==> src/sv/websocket_frame_deframer_defines.svh <==
// assertion macros for the websocket deframer
// used by the top level; no other dependencies
`ifndef WEBSOCKET_FRAME_DEFRAMER_DEFINES_SVH
`define WEBSOCKET_FRAME_DEFRAMER_DEFINES_SVH

// same-cycle implication, disabled in reset
`define WSD_ASSERT_IMP(label, clk, rst_n, ante, cons) \
  label: assert property (@(posedge clk) disable iff (!rst_n) (ante) |-> (cons)) \
    else $error("deframer assertion failed");

// next-cycle implication, disabled in reset
`define WSD_ASSERT_NXT(label, clk, rst_n, ante, cons) \
  label: assert property (@(posedge clk) disable iff (!rst_n) (ante) |=> (cons)) \
    else $error("deframer assertion failed");

`endif

==> src/sv/wsd_pkg.sv <==
// shared types and constants for the websocket frame deframer
// no dependencies
`timescale 1ns / 1ps

package wsd_pkg;

  localparam int LENGTH_WIDTH_DEF = 64;

  localparam logic [3:0] OPC_BINARY     = 4'h2;
  localparam logic [6:0] LEN_EXT16      = 7'd126;
  localparam logic [6:0] LEN_EXT64      = 7'd127;
  localparam logic [3:0] EXT16_BYTES    = 4'd2;
  localparam logic [3:0] EXT64_BYTES    = 4'd8;
  localparam logic [2:0] MASK_KEY_BYTES = 3'd4;

  typedef enum logic [2:0] {
    PH_HDR0    = 3'd0,
    PH_HDR1    = 3'd1,
    PH_EXTLEN  = 3'd2,
    PH_MASK    = 3'd3,
    PH_PAYLOAD = 3'd4,
    PH_DRAIN   = 3'd5
  } phase_t;

  typedef struct packed {
    logic [7:0] rx_byte;
    logic       end_of_buffer;
  } in_t;

  typedef struct packed {
    logic [7:0] payload_byte;
    logic       byte_valid;
    logic       binary_frame;
    logic       last_byte;
    logic       truncated;
  } out_t;

  typedef struct packed {
    phase_t phase;
    logic   in_payload;
  } status_t;

endpackage

==> src/sv/websocket_frame_deframer.sv <==
// websocket frame deframer: one received byte per transaction, unmasked payload out
// bytes pass the input register, then a single parse step, then the result register;
// throughput one byte per cycle while the result register is not held by out_stall
// bytes that produce no result pass through the input register and are dropped
// synchronous active-low reset returns the parser to the first header byte, no result pending
// depends on wsd_pkg, wsd_in_reg, wsd_parser, wsd_out_reg, websocket_frame_deframer_defines.svh
`timescale 1ns / 1ps

`include "websocket_frame_deframer_defines.svh"

module websocket_frame_deframer #(
  parameter int LENGTH_WIDTH = wsd_pkg::LENGTH_WIDTH_DEF
) (
  input  logic          clk,
  input  logic          rst_n,
  input  logic          in_valid,
  output logic          in_stall,
  input  wsd_pkg::in_t  in_data,
  output logic          out_valid,
  input  logic          out_stall,
  output wsd_pkg::out_t out_data
);

  logic             item_valid;
  wsd_pkg::in_t     item;
  logic             advance;
  logic             res_valid;
  wsd_pkg::out_t    res;
  wsd_pkg::status_t status;
  logic             out_load;

  // the held byte moves on whenever the result register can take a result
  assign advance  = item_valid && (!out_valid || !out_stall);
  assign out_load = advance && res_valid;

  wsd_in_reg u_in_reg (
    .clk        (clk),
    .rst_n      (rst_n),
    .in_valid   (in_valid),
    .in_stall   (in_stall),
    .in_data    (in_data),
    .advance    (advance),
    .item_valid (item_valid),
    .item       (item)
  );

  wsd_parser #(
    .LENGTH_WIDTH (LENGTH_WIDTH)
  ) u_parser (
    .clk       (clk),
    .rst_n     (rst_n),
    .step_en   (advance),
    .item      (item),
    .res_valid (res_valid),
    .res       (res),
    .status    (status)
  );

  wsd_out_reg u_out_reg (
    .clk       (clk),
    .rst_n     (rst_n),
    .load      (out_load),
    .res       (res),
    .out_valid (out_valid),
    .out_stall (out_stall),
    .out_data  (out_data)
  );

  // input side only backs up behind a stalled result
  `WSD_ASSERT_IMP(a_stall_cause, clk, rst_n, in_stall, out_valid && out_stall)
  // a truncation always sends the parser back to header parsing
  `WSD_ASSERT_NXT(a_trunc_resync, clk, rst_n, out_load && res.truncated, status.phase == wsd_pkg::PH_HDR0)
  // payload bytes come only out of the payload phase
  `WSD_ASSERT_IMP(a_byte_phase, clk, rst_n, res_valid && res.byte_valid, status.in_payload)

endmodule

==> src/sv/wsd_in_reg.sv <==
// input register stage of the deframer
// depends on wsd_pkg
`timescale 1ns / 1ps

module wsd_in_reg (
  input  logic         clk,
  input  logic         rst_n,
  input  logic         in_valid,
  output logic         in_stall,
  input  wsd_pkg::in_t in_data,
  input  logic         advance,
  output logic         item_valid,
  output wsd_pkg::in_t item
);

  logic         valid_r, valid_nxt;
  wsd_pkg::in_t data_r;
  logic         load;

  assign in_stall = valid_r && !advance;
  assign load     = in_valid && !in_stall;

  always_comb begin
    valid_nxt = valid_r;
    if (load) begin
      valid_nxt = 1'b1;
    end else if (advance) begin
      valid_nxt = 1'b0;
    end
  end

  always_ff @(posedge clk) begin
    if (!rst_n) begin
      valid_r <= 1'b0;
    end else begin
      valid_r <= valid_nxt;
    end
  end

  always_ff @(posedge clk) begin
    if (load) begin
      data_r <= in_data;
    end
  end

  assign item_valid = valid_r;
  assign item       = data_r;

endmodule

==> src/sv/wsd_parser.sv <==
// frame header parser, length tracking and payload unmasking
// depends on wsd_pkg
`timescale 1ns / 1ps

module wsd_parser #(
  parameter int LENGTH_WIDTH = wsd_pkg::LENGTH_WIDTH_DEF
) (
  input  logic             clk,
  input  logic             rst_n,
  input  logic             step_en,
  input  wsd_pkg::in_t     item,
  output logic             res_valid,
  output wsd_pkg::out_t    res,
  output wsd_pkg::status_t status
);

  wsd_pkg::phase_t         phase_r, phase_nxt;
  logic [3:0]              ext_r, ext_nxt;
  logic [LENGTH_WIDTH-1:0] rem_r, rem_nxt;
  logic [31:0]             mkey_r, mkey_nxt;
  logic [2:0]              mcnt_r, mcnt_nxt;
  logic [1:0]              kidx_r, kidx_nxt;
  logic                    masked_r, masked_nxt;
  logic                    binary_r, binary_nxt;

  logic       trunc_evt;
  logic       pay_evt;
  logic       pay_last;
  logic       pay_trunc;
  logic [7:0] pay_data;
  logic       len_done;
  logic       hdr_done;
  logic [7:0] b;
  logic       eob;
  logic [7:0] key_byte;

  assign b   = item.rx_byte;
  assign eob = item.end_of_buffer;

  always_comb begin
    case (kidx_r)
      2'd0:    key_byte = mkey_r[31:24];
      2'd1:    key_byte = mkey_r[23:16];
      2'd2:    key_byte = mkey_r[15:8];
      default: key_byte = mkey_r[7:0];
    endcase
  end

  // next state and datapath
  always_comb begin
    phase_nxt  = phase_r;
    ext_nxt    = ext_r;
    rem_nxt    = rem_r;
    mkey_nxt   = mkey_r;
    mcnt_nxt   = mcnt_r;
    kidx_nxt   = kidx_r;
    masked_nxt = masked_r;
    binary_nxt = binary_r;
    trunc_evt  = 1'b0;
    pay_evt    = 1'b0;
    pay_last   = 1'b0;
    pay_trunc  = 1'b0;
    pay_data   = b;
    len_done   = 1'b0;
    hdr_done   = 1'b0;

    unique case (phase_r)
      wsd_pkg::PH_HDR0: begin
        binary_nxt = (b[3:0] == wsd_pkg::OPC_BINARY);
        masked_nxt = 1'b0;
        rem_nxt    = '0;
        ext_nxt    = '0;
        mcnt_nxt   = '0;
        mkey_nxt   = '0;
        kidx_nxt   = '0;
        if (eob) begin
          trunc_evt = 1'b1;
        end else begin
          phase_nxt = wsd_pkg::PH_HDR1;
        end
      end
      wsd_pkg::PH_HDR1: begin
        masked_nxt = b[7];
        if (b[6:0] == wsd_pkg::LEN_EXT16 || b[6:0] == wsd_pkg::LEN_EXT64) begin
          ext_nxt = (b[6:0] == wsd_pkg::LEN_EXT16) ? wsd_pkg::EXT16_BYTES
                                                   : wsd_pkg::EXT64_BYTES;
          rem_nxt = '0;
          if (eob) begin
            trunc_evt = 1'b1;
            phase_nxt = wsd_pkg::PH_HDR0;
          end else begin
            phase_nxt = wsd_pkg::PH_EXTLEN;
          end
        end else begin
          rem_nxt  = {{(LENGTH_WIDTH-7){1'b0}}, b[6:0]};
          len_done = 1'b1;
        end
      end
      wsd_pkg::PH_EXTLEN: begin
        rem_nxt = {rem_r[LENGTH_WIDTH-9:0], b};
        ext_nxt = (ext_r != 4'd0) ? ext_r - 4'd1 : 4'd0;
        if (ext_nxt == 4'd0) begin
          len_done = 1'b1;
        end else if (eob) begin
          trunc_evt = 1'b1;
          phase_nxt = wsd_pkg::PH_HDR0;
        end
      end
      wsd_pkg::PH_MASK: begin
        mkey_nxt = {mkey_r[23:0], b};
        mcnt_nxt = mcnt_r + 3'd1;
        if (mcnt_nxt >= wsd_pkg::MASK_KEY_BYTES) begin
          hdr_done = 1'b1;
        end else if (eob) begin
          trunc_evt = 1'b1;
          phase_nxt = wsd_pkg::PH_HDR0;
        end
      end
      wsd_pkg::PH_PAYLOAD: begin
        pay_evt   = 1'b1;
        pay_data  = masked_r ? (b ^ key_byte) : b;
        kidx_nxt  = kidx_r + 2'd1;
        rem_nxt   = (rem_r != '0) ? rem_r - {{(LENGTH_WIDTH-1){1'b0}}, 1'b1} : '0;
        // remaining count of zero or one means this byte ends the payload
        pay_last  = (rem_r[LENGTH_WIDTH-1:1] == '0);
        pay_trunc = eob && !pay_last;
        if (pay_last) begin
          phase_nxt = eob ? wsd_pkg::PH_HDR0 : wsd_pkg::PH_DRAIN;
        end else if (eob) begin
          phase_nxt = wsd_pkg::PH_HDR0;
        end
      end
      default: begin
        if (eob) begin
          phase_nxt = wsd_pkg::PH_HDR0;
        end
      end
    endcase

    // length known: fetch mask key or finish header
    if (len_done) begin
      if (masked_nxt) begin
        mcnt_nxt = '0;
        mkey_nxt = '0;
        if (eob) begin
          trunc_evt = 1'b1;
          phase_nxt = wsd_pkg::PH_HDR0;
        end else begin
          phase_nxt = wsd_pkg::PH_MASK;
        end
      end else begin
        hdr_done = 1'b1;
      end
    end

    if (hdr_done) begin
      kidx_nxt = '0;
      if (rem_nxt == '0) begin
        phase_nxt = eob ? wsd_pkg::PH_HDR0 : wsd_pkg::PH_DRAIN;
      end else if (eob) begin
        trunc_evt = 1'b1;
        phase_nxt = wsd_pkg::PH_HDR0;
      end else begin
        phase_nxt = wsd_pkg::PH_PAYLOAD;
      end
    end
  end

  // result of this step
  always_comb begin
    res_valid        = trunc_evt || pay_evt;
    res.payload_byte = pay_evt ? pay_data : 8'h00;
    res.byte_valid   = pay_evt;
    res.binary_frame = binary_nxt;
    res.last_byte    = trunc_evt || pay_last || pay_trunc;
    res.truncated    = trunc_evt || pay_trunc;
  end

  always_ff @(posedge clk) begin
    if (!rst_n) begin
      phase_r  <= wsd_pkg::PH_HDR0;
      ext_r    <= '0;
      rem_r    <= '0;
      mkey_r   <= '0;
      mcnt_r   <= '0;
      kidx_r   <= '0;
      masked_r <= 1'b0;
      binary_r <= 1'b0;
    end else if (step_en) begin
      phase_r  <= phase_nxt;
      ext_r    <= ext_nxt;
      rem_r    <= rem_nxt;
      mkey_r   <= mkey_nxt;
      mcnt_r   <= mcnt_nxt;
      kidx_r   <= kidx_nxt;
      masked_r <= masked_nxt;
      binary_r <= binary_nxt;
    end
  end

  assign status.phase      = phase_r;
  assign status.in_payload = (phase_r == wsd_pkg::PH_PAYLOAD);

endmodule

==> src/sv/wsd_out_reg.sv <==
// result register of the deframer
// depends on wsd_pkg
`timescale 1ns / 1ps

module wsd_out_reg (
  input  logic          clk,
  input  logic          rst_n,
  input  logic          load,
  input  wsd_pkg::out_t res,
  output logic          out_valid,
  input  logic          out_stall,
  output wsd_pkg::out_t out_data
);

  logic          valid_r, valid_nxt;
  wsd_pkg::out_t data_r;

  always_comb begin
    valid_nxt = valid_r;
    if (load) begin
      valid_nxt = 1'b1;
    end else if (valid_r && !out_stall) begin
      valid_nxt = 1'b0;
    end
  end

  always_ff @(posedge clk) begin
    if (!rst_n) begin
      valid_r <= 1'b0;
    end else begin
      valid_r <= valid_nxt;
    end
  end

  always_ff @(posedge clk) begin
    if (load) begin
      data_r <= res;
    end
  end

  assign out_valid = valid_r;
  assign out_data  = data_r;

endmodule
==> config.mk <==
export PLATFORM = sky130hd
export DESIGN_NAME = websocket_frame_deframer
export DESIGN_NICKNAME = d
export VERILOG_FILES = /design/src/sv/wsd_pkg.sv /design/src/sv/websocket_frame_deframer.sv /design/src/sv/wsd_in_reg.sv /design/src/sv/wsd_parser.sv /design/src/sv/wsd_out_reg.sv
export VERILOG_INCLUDE_DIRS = /design/src /design/src/sv
export SDC_FILE = /design/constraint.sdc
export NUM_CORES = 1
export LEC_CHECK = 0
export BUFFER_PORTS_ARGS = -buffer_cell sky130_fd_sc_hd__clkbuf_2
export CORE_MARGIN = 4
export CORE_UTILIZATION = 40
export DETAILED_ROUTE_END_ITERATION = 7
export GPL_TIMING_DRIVEN = 0
export SLEW_MARGIN = 20
export SYNTH_ARGS = -nofsm -noshare
export SYNTH_HDL_FRONTEND = slang
export SYNTH_SLANG_ARGS = --single-unit
==> constraint.sdc <==
create_clock -name clk -period 9.56 [get_ports clk]
set_input_delay 0 -clock clk [delete_from_list [all_inputs] [get_ports clk]]
set_output_delay 0 -clock clk [all_outputs]
set_load 0.02 [all_outputs]
==> metrics.md, run 1 <==
| Metric | Value |
|---|---|
| Status | `finished, violations left` |
| Failing checks | `design-rule violations` |
| VDD IR-drop max | `0.122 mV` |
| Max frequency | `170 MHz` |
| Sequential Power Share | `37.5%` |
| RSZ-0062 raised after global routing | `false` |
| Die height | `155 um` |
| Post-synth top flop | `dfxtp_1` |
| Total Routed Length | `40300 um` |
| Gr usage total | `33.2%` |
| Clock Sinks | `133` |
| Final setup fails | `0` |
| Period minus WS final | `5.88 ns` |
| Worst rel slew slack | `21.9%` |
| Hpwl dp | `28700 um` |
| Leak | `between 0.003 and 0.004 uW` |
| Slew Limit Fails | `0` |
| CP arrival | `approximately 6 ns` |
| Worst setup SP type | `flip-flop` |
| Avg Cell Area, Syn | `7.62 sq um` |
| Clk Tree Root Cell | `clkbuf_16` |
| CTS tree | `yes` |
| Diodes inserted | `0` |
| # Post-CTS Setup Buffers | `0` |
| DR WL/cell | `27.2 um` |
| Psw | `551 uW` |
| Slew @ Worst Pin | `1.17 ns` |
| Worst EP required | `9.75 ns` |
| Internal power | `about 1100 uW` |
| Clk_skew | `approximately 0.012 ns` |
| Final hold vios | `0` |
| Vias per cell | `6.69` |
| Post-synthesis sequential area ratio | `approximately a third` |
| Synth top cells by count | `nor2_1 (174), dfxtp_1 (112), nand2_1 (93)` |
| Grt ovf | `0` |
| Post-Syn Area | `8640 sq um` |
| Clk_lat worst skew | `0.44 ns` |
| Fin nets | `1214` |
| # DRC | `1` |
| Cell with the most instances after synthesis | `nor2_1` |
| Ys Warns | `0` |
| Fill count | `2200` |
| First-pass GRT wire length | `a little over 60000 um` |
| Die span in x | `155 um` |
| Initial antenna violation count | `1` |
| I/O pin count | `27` |
| Critical Path Sink Type | `flip-flop` |
| Combinational family with the most area after synthesis | `simple AND/OR/NAND/NOR gates` |
| HP Class | `primary input to flip-flop` |
| Clk pwr share | `a little over two fifths` |
| Synth cell types | `84` |
| Post-Syn Instances | `1134` |
| Synth Area in Adders | `about 1.3%` |
| Largest cells by area after synthesis | `dfxtp_1 (26%), nor2_1 (7.6%), edfxtp_1 (7.3%), a22oi_1 (7.0%), o21ai_0 (4.5%)` |
| PwrDens | `163 nW/um^2` |
| Buffers on Ports | `26` |
| Compound-Gate Fraction of Synth Area | `25.6%` |
| Post-Route Setup TNS | `0 ns` |
| Clock Path Buffers | `2` |
| Vias | `9906` |
| P&R area growth vs syn | `14.4%` |
| Worst-path fanout max | `10` |
| Layout cell share with drive strength beyond 1 | `approximately a tenth` |
| Mux cell area share after synthesis | `0.623%` |
| Simple-gate share of the synthesized area | `29.8%` |
| Worst-path clk slew | `0.06 ns` |
| Xor and xnor area share after synthesis | `3.65%` |
| Row count | `53` |
| Final ANT Viol Nets | `0` |
| DIE AREA | `24000 sq um` |
| Combinational Power Share | `a little under a fifth` |
| Vias in the first global route | `approximately 9300` |
| Switch share | `34.3%` |
| DR iter-0 viols | `1558` |
| Async set-reset flop share out of synthesis | `0%` |
| Core area | `21200 sq um` |
| Post-synth EDFFs | `21` |
| DR pass1 iterations | `8` |
| Fin util | `46.7%` |
| TritonCTS buffer count | `17` |
| Max-cap violations | `0` |
| Initial core utilization | `about two fifths` |
| H-tree levels | `4` |
| Number of synthesized register bits | `133` |
| Largest area contributor in the synthesized netlist | `dfxtp_1` |
| Final Cycle Share | `61.5%` |
| Cts repair resizes | `0` |
| Syn nets | `1155` |
| Final GP Congestion | `~1.0` |
| Synth top area share | `26.0%` |
| CP Class | `flip-flop to flip-flop` |
| Largest net degree at the start of global routing | `17` |
## cells in the final DEF (no fill, tap or decap), types with 5 or more instances in the layout
cell type      Yosys  routed
inv_8              0       5
nand4_1           24      24
xnor2_1           17      17
o31ai_1           13      13
inv_1             17      17
clkbuf_2           1      27
clkbuf_1          78      78
o211ai_1           5       5
and3_1             9       9
nor4_1            29      29
ha_1               8       8
a22oi_1           80      80
dfxtp_1          112     112
nor3_1            51      51
or4_4              7       7
buf_2              9       9
or3_1             17      17
nor2_1           174     174
a31oi_1           10      10
o21ai_1            5       5
dlygate4sd3_1      0      12
buf_6              5       6
edfxtp_1          21      21
nand3_1           25      25
a211oi_1          16      16
or2_2              8       8
and2_1             8       8
o21ai_0           77      77
buf_1              8       8
a21oi_1           54      54
clkbuf_16          0      19
xor2_1            19      19
or4_1             10      10
nand2_1           93      93
nor3b_1            7       5
a22o_1             6       6
a222oi_1          13      13
nand2b_1          13      13
## per-stage QoR
stage	cells	hold slack [ns]	total power [uW]	cell area, sq um	setup WS, ns
finish	1481	0.284	1610	9880	3.68
global route	1481	0.291	1660	9880	3.76
CTS	1481	0.269	1600	9880	4.16
detailed placement	1437	0.179	903	9140	4.20
global placement	1435	0.177	905	9110	3.29
floorplan	1134	0.0989	797	8640	5.47
## layer usage
| layer | up-vias | GRT usage, % | routed length (um) | part of all wire (%) |
|---|---|---|---|---|
| met3 | 170 | 7.71 | 4850 | 12 |
| li1 | 4351 | - | - | - |
| met2 | 730 | 48.5 | 16900 | 42 |
| met4 | 2 | 18.1 | 2480 | 6.2 |
| met1 | 4653 | 45.2 | 16000 | 40 |
| met5 | - | 0 | 18 | 0.045 |
## cells by family (layout without fill, tap and decap cells)
group / count (synthesis) / count (layout)
simple gates: 505 / 505
compound gates: 327 / 327
flops: 133 / 133
buf+inv: 119 / 191
xor+xnor: 36 / 36
fa+ha+maj: 9 / 9
mux: 5 / 5
## worst max-delay path, stage by stage (launching register included)
cell and delay, ns:
dfxtp_1 0.42, inv_1 0.18, ha_1 0.35, nor3b_1 0.78
and2_1 0.22, clkbuf_1 0.47, nand4_1 0.30, buf_2 0.31
nor3_1 0.57, and3_1 0.28, xnor2_1 0.12, o21ai_1 0.09
nor4_1 0.79, nand3_1 0.24, nor3b_2 0.27, buf_6 0.23
## power by group through the flow
stage / Sequential, uW / Clock (uW) / Combinational [uW]
after global placement: 615 / 0 / 291
after CTS: 602 / 701 / 294
after global routing: 604 / 728 / 325
after floorplan: 607 / 0 / 190
final: 603 / 696 / 310
after detailed placement: 614 / 0 / 289
## timing repair
item,4_1_cts,5_1_grt
setup endpoints to repair,0,0
hold buffers,12,0
endpoints found under the hold margin,11,0
## final timing paths
check,endpoint,cells after the start,slack (ns),start
min,u_in_reg.item[0],2,0.28,in_data[0]
max,u_out_reg.out_data[8],15,3.68,u_parser.rem_r[0]
min reg2reg,u_parser.ext_r[1],2,0.49,u_parser.ext_r[1]
max reg2reg,u_out_reg.out_data[8],15,3.68,u_parser.rem_r[0]
## state kept, by name, summed over array words and instances, names as in the netlist
signal               cells
u_parser.rem_r          64
u_parser.masked_r        1
u_out_reg.out_valid      1
u_parser.mcnt_r          3
u_in_reg.item_valid      1
u_parser.ext_r           4
u_parser.kidx_r          2
u_parser.mkey_r         32
u_parser.phase_r         3
u_parser.binary_r        1
u_out_reg.out_data      12
u_in_reg.item            9
## area by class of cell
cell class | instances | area, sq um | share of cell area, %
inverters | 17 | 63.8 | 0.646
repair buffers | 40 | 269 | 2.72
well taps | 275 | 344 | 3.48
clock buffers | 19 | 475 | 4.81
clock inverters | 13 | 141 | 1.43
multi-input cells | 882 | 5270 | 53.4
plain buffers | 102 | 437 | 4.42
flip-flops and latches | 133 | 2870 | 29.1
(Power assumes the default switching activity.)
==> run 2, diff against run 1 <==
--- a/config.mk
+++ b/config.mk
@@ -6,6 +6,7 @@
 export SDC_FILE = /design/constraint.sdc
 export NUM_CORES = 1
 export LEC_CHECK = 0
+export ABC_AREA = 1
 export BUFFER_PORTS_ARGS = -buffer_cell sky130_fd_sc_hd__clkbuf_2
 export CORE_MARGIN = 4
 export CORE_UTILIZATION = 40
==> constraint.sdc (replaced) <==
create_clock -name clk -period 5.71 [get_ports clk]
set_input_delay 0 -clock clk [delete_from_list [all_inputs] [get_ports clk]]
set_output_delay 0 -clock clk [all_outputs]
set_load 0.02 [all_outputs]
==> metrics.md, run 2 <==
| Metric | Value |
|---|---|
| Status | `finished clean` |
| CP arrival | `3.90 ns` |
| Grt ovf | `0` |
| Compound-Gate Fraction of Synth Area | `approximately 15%` |
| Async set-reset flop share out of synthesis | `0%` |
| Critical Path Sink Type | `flip-flop` |
| Synth cell types | `43` |
| CP Class | `flip-flop to flip-flop` |
| Non-filler cells in the finished layout | `1949` |
| Core area | `22900 sq um` |
| Die height | `approximately 160 um` |
| Vias per cell | `between 5 and 6` |
| Cell with the most instances after synthesis | `nand2_1` |
| Footprint of the multi-input gates | `5510 sq um` |
| Final setup fails | `0` |
| Row count | `55` |
| Synth Area in Adders | `under 10%` |
| Pre-CTS setup slack | `2.08 ns` |
| Setup crit end | `u_out_reg.out_data[6]` |
| Xor and xnor area share after synthesis | `1.76%` |
| Simple-gate share of the synthesized area | `between 40% and 50%` |
| Crit path launch | `u_parser.phase_r[2]` |
| Pwr Total | `2900 uW` |
| Placed cells | `1905` |
| Hpwl dp | `26700 um` |
| Worst-path clk slew | `around 0.070 ns` |
| DR iter-0 viols | `1205` |
| Commonest non-fill, non-tap cell in the layout | `nand2_1` |
| Max-cap violations | `0` |
| Slew @ Worst Pin | `0.891 ns` |
| Combinational family with the most area after synthesis | `simple AND/OR/NAND/NOR gates` |
| Crit-path slowest cell | `nor3_4` |
| Clk_lat worst skew | `0.44 ns` |
| Post-Syn Area | `about 9500 sq um` |
| Final Worst Setup Slack | `between 1.5 and 2 ns` |
| Max frequency | `265 MHz` |
| Post-synth EDFFs | `21` |
| Syn nets | `1588` |
| P&R area growth vs syn | `13.1%` |
| Worst-path fanout max | `12` |
| Fin nets | `1644` |
| Slew Limit Fails | `0` |
| R2r startpoint | `u_parser.phase_r[2]` |
| Reg area | `between 2000 and 3000 sq um` |
| Worst rel slew slack | `40.6%` |
| Clk Tree Root Cell | `clkbuf_16` |
| Final hold vios | `0` |
| Worst r2r dst | `u_out_reg.out_data[6]` |
| Number of synthesized register bits | `133` |
| Clock Path Buffers | `2` |
| Vias | `around 10000` |
| Slowest stage delay, CP | `0.54 ns` |
| Layout cell share with drive strength beyond 1 | `7.89%` |
| Clock Sinks | `roughly 130` |
| Post-synth top flop | `dfxtp_1` |
| Initial antenna violation count | `0` |
| Ys Warns | `0` |
| Largest net degree at the start of global routing | `17` |
| Avg Cell Area, Syn | `6.03 sq um` |
| Total Routed Length | `between 30000 and 40000 um` |
| # DRC | `0` |
| Clk_skew | `0.0129 ns` |
| Synth top area share | `around a quarter` |
| H-tree levels | `4` |
| HP Class | `primary input to flip-flop` |
| Commonest cells after routing, fill and taps aside | `nand2_1 (477), nor2_1 (236), inv_1 (206)` |
| Final ANT Viol Nets | `0` |
| PwrDens | `about 270 nW/um^2` |
| Worst EP required | `5.83 ns` |
| Crit-path cells | `buf_2 -> nor3_4 -> nor2_1 -> nand2_2 -> inv_2 -> buf_2 -> nand2_1 -> nand3_1 -> nor2_1 -> nand2_1 -> nor2_1 -> nand3_1 -> nor2_1 -> nand3_1 -> nand2_1 -> nand3_1 -> nand2_1 -> inv_1` |
| TritonCTS buffer count | `17` |
| Period minus WS final | `approximately 3.8 ns` |
| Gr usage total | `27.1%` |
| DR WL/cell | `18.3 um` |
| Buffers on Ports | `25` |
| Worst setup SP type | `flip-flop` |
| Post-Route Setup TNS | `0 ns` |
| Initial core utilization | `41.3%` |
| Diodes inserted | `0` |
| First-pass GRT wire length | `54800 um` |
| Vias in the first global route | `around 9500` |
| DR pass1 iterations | `8` |
| Largest area contributor in the synthesized netlist | `dfxtp_1` |
| Final GP Congestion | `~1.0` |
| Leak | `approximately 0.0052 uW` |
| Mux cell area share after synthesis | `0%` |
| Final Cycle Share | `roughly two thirds` |
| Fill count | `2479` |
| Die span in x | `162 um` |
| RSZ-0062 raised after global routing | `false` |
| Post-synthesis sequential area ratio | `30.4%` |
| R2R depth | `18` |
| Largest cells by area after synthesis | `dfxtp_1 (24%), nand2_1 (19%), nor2_1 (9.4%), inv_1 (8.2%), edfxtp_1 (6.7%)` |
| Post-Syn Instances | `1567` |
| Max FFs per register | `64` |
| Setup slack, reg-to-reg | `between 1.5 and 2 ns` |
| DIE AREA | `26200 sq um` |
| CTS tree | `yes` |
| Synth top cells by count | `nand2_1 (477), nor2_1 (236), inv_1 (206)` |
| VDD IR-drop max | `0.187 mV` |
| Largest register by flop count | `u_parser.rem_r` |
| I/O pin count | `27` |
==> run 2: per-layer routing <==
metal  wire [um]  vias to the layer above  share of wire (%)  global-route usage (%)
met2       15400                      422                 43                    40.8
met4         843                        0                2.4                    7.84
met5           0                        -                  0                       0
met1       16600                     4858                 46                    40.4
met3        2930                       55                8.2                    3.60
li1            -                     5127                  -                       -
==> run 2: area by class of cell <==
type	instances	share of cell area, %
sequential	133	26.9
inverter	210	7.37
timing repair buffer	37	2.29
clock buffer	18	4.21
clock inverter	14	1.44
tap	313	3.66
buffer	62	2.71
multi-input combinational	1162	51.5
==> run 2: cells by family after synthesis <==
kind of cell    Yosys count
xor+xnor                 19
compound gates          238
simple gates            897
fa+ha+maj                 8
buf+inv                 272
flops                   133
==> run 2: how the worst min path moves through the flow <==
stage	slack (ns)	endpoint	depth (start not counted)	from
after floorplan	0.1	u_in_reg.item[0]	0	in_data[0]
after detailed placement	0.18	u_in_reg.item[3]	1	in_data[3]
after CTS	0.21	u_parser.ext_r[2]	3	rst_n
after global routing	0.25	u_parser.kidx_r[0]	3	rst_n
after global placement	0.18	u_in_reg.item[4]	1	in_data[4]
final	0.23	u_parser.ext_r[2]	3	rst_n
==> run 2: timing repair <==
action / CTS / global route
hold buffers: 12 / 0
setup buffers: 0 / 0
endpoints found under the hold margin: 11 / 0
endpoints found under the setup margin: 0 / 0
gates resized for setup: 0 / 0
==> run 2: per-stage QoR <==
stage	utilization [%]	hold slack (ns)	instance area, sq um
global placement	43.5	0.178	9970
floorplan	-	0.0989	9460
global route	46.7	0.250	10700
detailed placement	43.5	0.182	9970
finish	46.7	0.235	10700
CTS	46.7	0.206	10700
==> run 2: worst max-delay path: cells and delay by family (launching register included) <==
| kind | cells | cell delay (ns) |
|---|---|---|
| buffers and inverters | 4 | 0.70 |
| DFF | 1 | 0.30 |
| and+or+nand+nor | 14 | 2.47 |
==> run 2: power by group <==
part | switching (uW) | leakage (uW) | total, uW | internal [uW]
Combinational | 480 | 0.00374 | 662 | 182
Sequential | 69.1 | 0.00112 | 1060 | 995
Clock | 522 | 0.000302 | 1170 | 649
Total | 1070 | 0.00517 | 2900 | 1830
==> run 3, diff against run 2 <==
==> constraint.sdc (replaced) <==
create_clock -name clk -period 3.05 [get_ports clk]
set_input_delay 0 -clock clk [delete_from_list [all_inputs] [get_ports clk]]
set_output_delay 0 -clock clk [all_outputs]
set_load 0.02 [all_outputs]
==> metrics.md, run 3 (synthesized netlist as in run 2, its figures left out) <==
| Metric | Value |
|---|---|
| Final Worst Setup Slack | `-0.0312 ns` |
| Core area | `22900 sq um` |
| Clk_lat worst skew | `0.44 ns` |
| Post-Route Setup TNS | `-0.279 ns` |
| Period minus WS final | `3.08 ns` |
| Grt ovf | `0` |
| Pwr Total | `between 5000 and 6000 uW` |
| Initial core utilization | `41.3%` |
| Status | `finished, violations left` |
| Die height | `162 um` |
| Worst-path clk slew | `~0.070 ns` |
| CP arrival | `roughly 3.3 ns` |
| DR WL/cell | `18.6 um` |
| DIE AREA | `~26000 sq um` |
| Fill count | `2371` |
| Fin nets | `1687` |
| P&R area growth vs syn | `24.4%` |
| Vias in the first global route | `9595` |
| # DRC | `0` |
| Gr usage total | `27.4%` |
| VDD IR-drop max | `0.355 mV` |
| Row count | `55` |
| Worst rel slew slack | `around 40%` |
| Worst EP required | `3.25 ns` |
| Worst setup SP type | `flip-flop` |
| Reg area | `2940 sq um` |
| Critical Path Sink Type | `flip-flop` |
| Final hold vios | `0` |
| Initial antenna violation count | `0` |
| Crit path launch | `u_parser.rem_r[52]` |
| Slew @ Worst Pin | `~0.9 ns` |
| Clk Tree Root Cell | `clkbuf_16` |
| Max-cap violations | `0` |
| Buffers on Ports | `25` |
| Final setup fails | `11` |
| RSZ-0062 raised after global routing | `true` |
| Vias per cell | `5.45` |
| Die span in x | `162 um` |
| PwrDens | `484 nW/um^2` |
| Final ANT Viol Nets | `0` |
| Diodes inserted | `0` |
| Slew Limit Fails | `0` |
| DR pass1 iterations | `8` |
| First-pass GRT wire length | `around 56000 um` |
| TritonCTS buffer count | `17` |
| Clk_skew | `roughly 0.014 ns` |
| Largest register by flop count | `u_parser.rem_r` |
| I/O pin count | `27` |
| Failing checks | `negative setup slack` |
| HP Class | `primary input to flip-flop` |
| H-tree levels | `4` |
| Clock Path Buffers | `2` |
| Largest net degree at the start of global routing | `17` |
| Final Cycle Share | `101%` |
| R2R depth | `21` |
| R2r startpoint | `u_parser.rem_r[52]` |
| Final GP Congestion | `about 1` |
| Commonest cells after routing, fill and taps aside | `nand2_1 (447), inv_1 (202), nor2_1 (173)` |
| Setup crit end | `u_out_reg.out_data[6]` |
| Hpwl dp | `~27000 um` |
| Footprint of the multi-input gates | `5990 sq um` |
| Layout cell share with drive strength beyond 1 | `around 19%` |
| Vias | `approximately 11000` |
| Leak | `0.00559 uW` |
| Worst r2r dst | `u_out_reg.out_data[6]` |
| Clock Sinks | `about 130` |
| Worst-path fanout max | `11` |
| CP Class | `flip-flop to flip-flop` |
| Max FFs per register | `64` |
| Hold_ws | `0.247 ns` |
| CTS tree | `yes` |
| Total Routed Length | `37100 um` |
| Max frequency | `325 MHz` |
| Setup slack, reg-to-reg | `-0.03 ns` |
| DR iter-0 viols | `between 1000 and 1500` |
| Hold Path Cell Cnt | `3` |
| Commonest non-fill, non-tap cell in the layout | `nand2_1` |
| Fin util | `51.3%` |
## run 3: metal layers
| layer | up-vias | global-route usage [%] | wire length (um) |
|---|---|---|---|
| met1 | 5103 | 40.7 | 16600 |
| met2 | 473 | 41.9 | 16100 |
| met4 | 0 | 6.92 | 1060 |
| li1 | 5210 | - | - |
| met3 | 73 | 3.88 | 3240 |
| met5 | - | 0 | 0 |
## run 3: cell type report
cell class / count / area share [%]
plain buffers: 62 / 2.86
clock buffers: 18 / 3.83
clock inverters: 14 / 1.31
inverters: 210 / 6.79
multi-input cells: 1163 / 50.9
flip-flops and latches: 133 / 25.0
well taps: 313 / 3.33
repair buffers: 79 / 5.94
## run 3: worst min path at each step
stage / startpoint / end / slack, ns
6_report: rst_n / u_parser.ext_r[2] / 0.25
5_1_grt: rst_n / u_parser.kidx_r[0] / 0.25
4_1_cts: rst_n / u_parser.ext_r[2] / 0.21
3_5_place_dp: in_data[3] / u_in_reg.item[3] / 0.18
3_3_place_gp: in_data[4] / u_in_reg.item[4] / 0.18
2_1_floorplan: in_data[0] / u_in_reg.item[0] / 0.1
## run 3: metrics by stage
step	instances	area (sq um)	setup slack, ns
3_3_place_gp	1905	9970	-0.528
5_1_grt	1992	11800	-0.114
2_1_floorplan	1567	9460	0.436
3_5_place_dp	1905	9970	-0.581
4_1_cts	1972	11100	0.00263
6_report	1992	11800	-0.0312
## run 3: what timing repair did
action,in CTS,in global routing
hold buffers,12,0
gates cloned,0,5
buffers inserted,23,15
endpoints found under the setup margin,16,15
pin swaps,19,21
gates resized for setup,73,145
hold endpoints to repair,11,0
## run 3: power by group
group          switching, uW  internal, uW  total [uW]
Clock                    982          1220        2200
Sequential               145          1870        2010
Combinational           1010           476        1490
Total                   2140          3560        5700
## run 3: worst max-delay path, stage by stage (launching register included)
cell,delay (ns)
dfxtp_4,0.37
nor2_4,0.13
nand2_2,0.10
nor2_4,0.19
buf_6,0.13
nand2_4,0.05
nor2_4,0.18
a21oi_4,0.16
buf_8,0.18
nand2_1,0.07
nand2_1,0.05
nor2_2,0.11
nand2_1,0.08
nor2_2,0.11
nand3_2,0.13
nor2_4,0.14
nand3_2,0.11
nand2_2,0.08
nand3_2,0.06
nand2_2,0.11
clkinvlp_4,0.12
buf_12,0.15
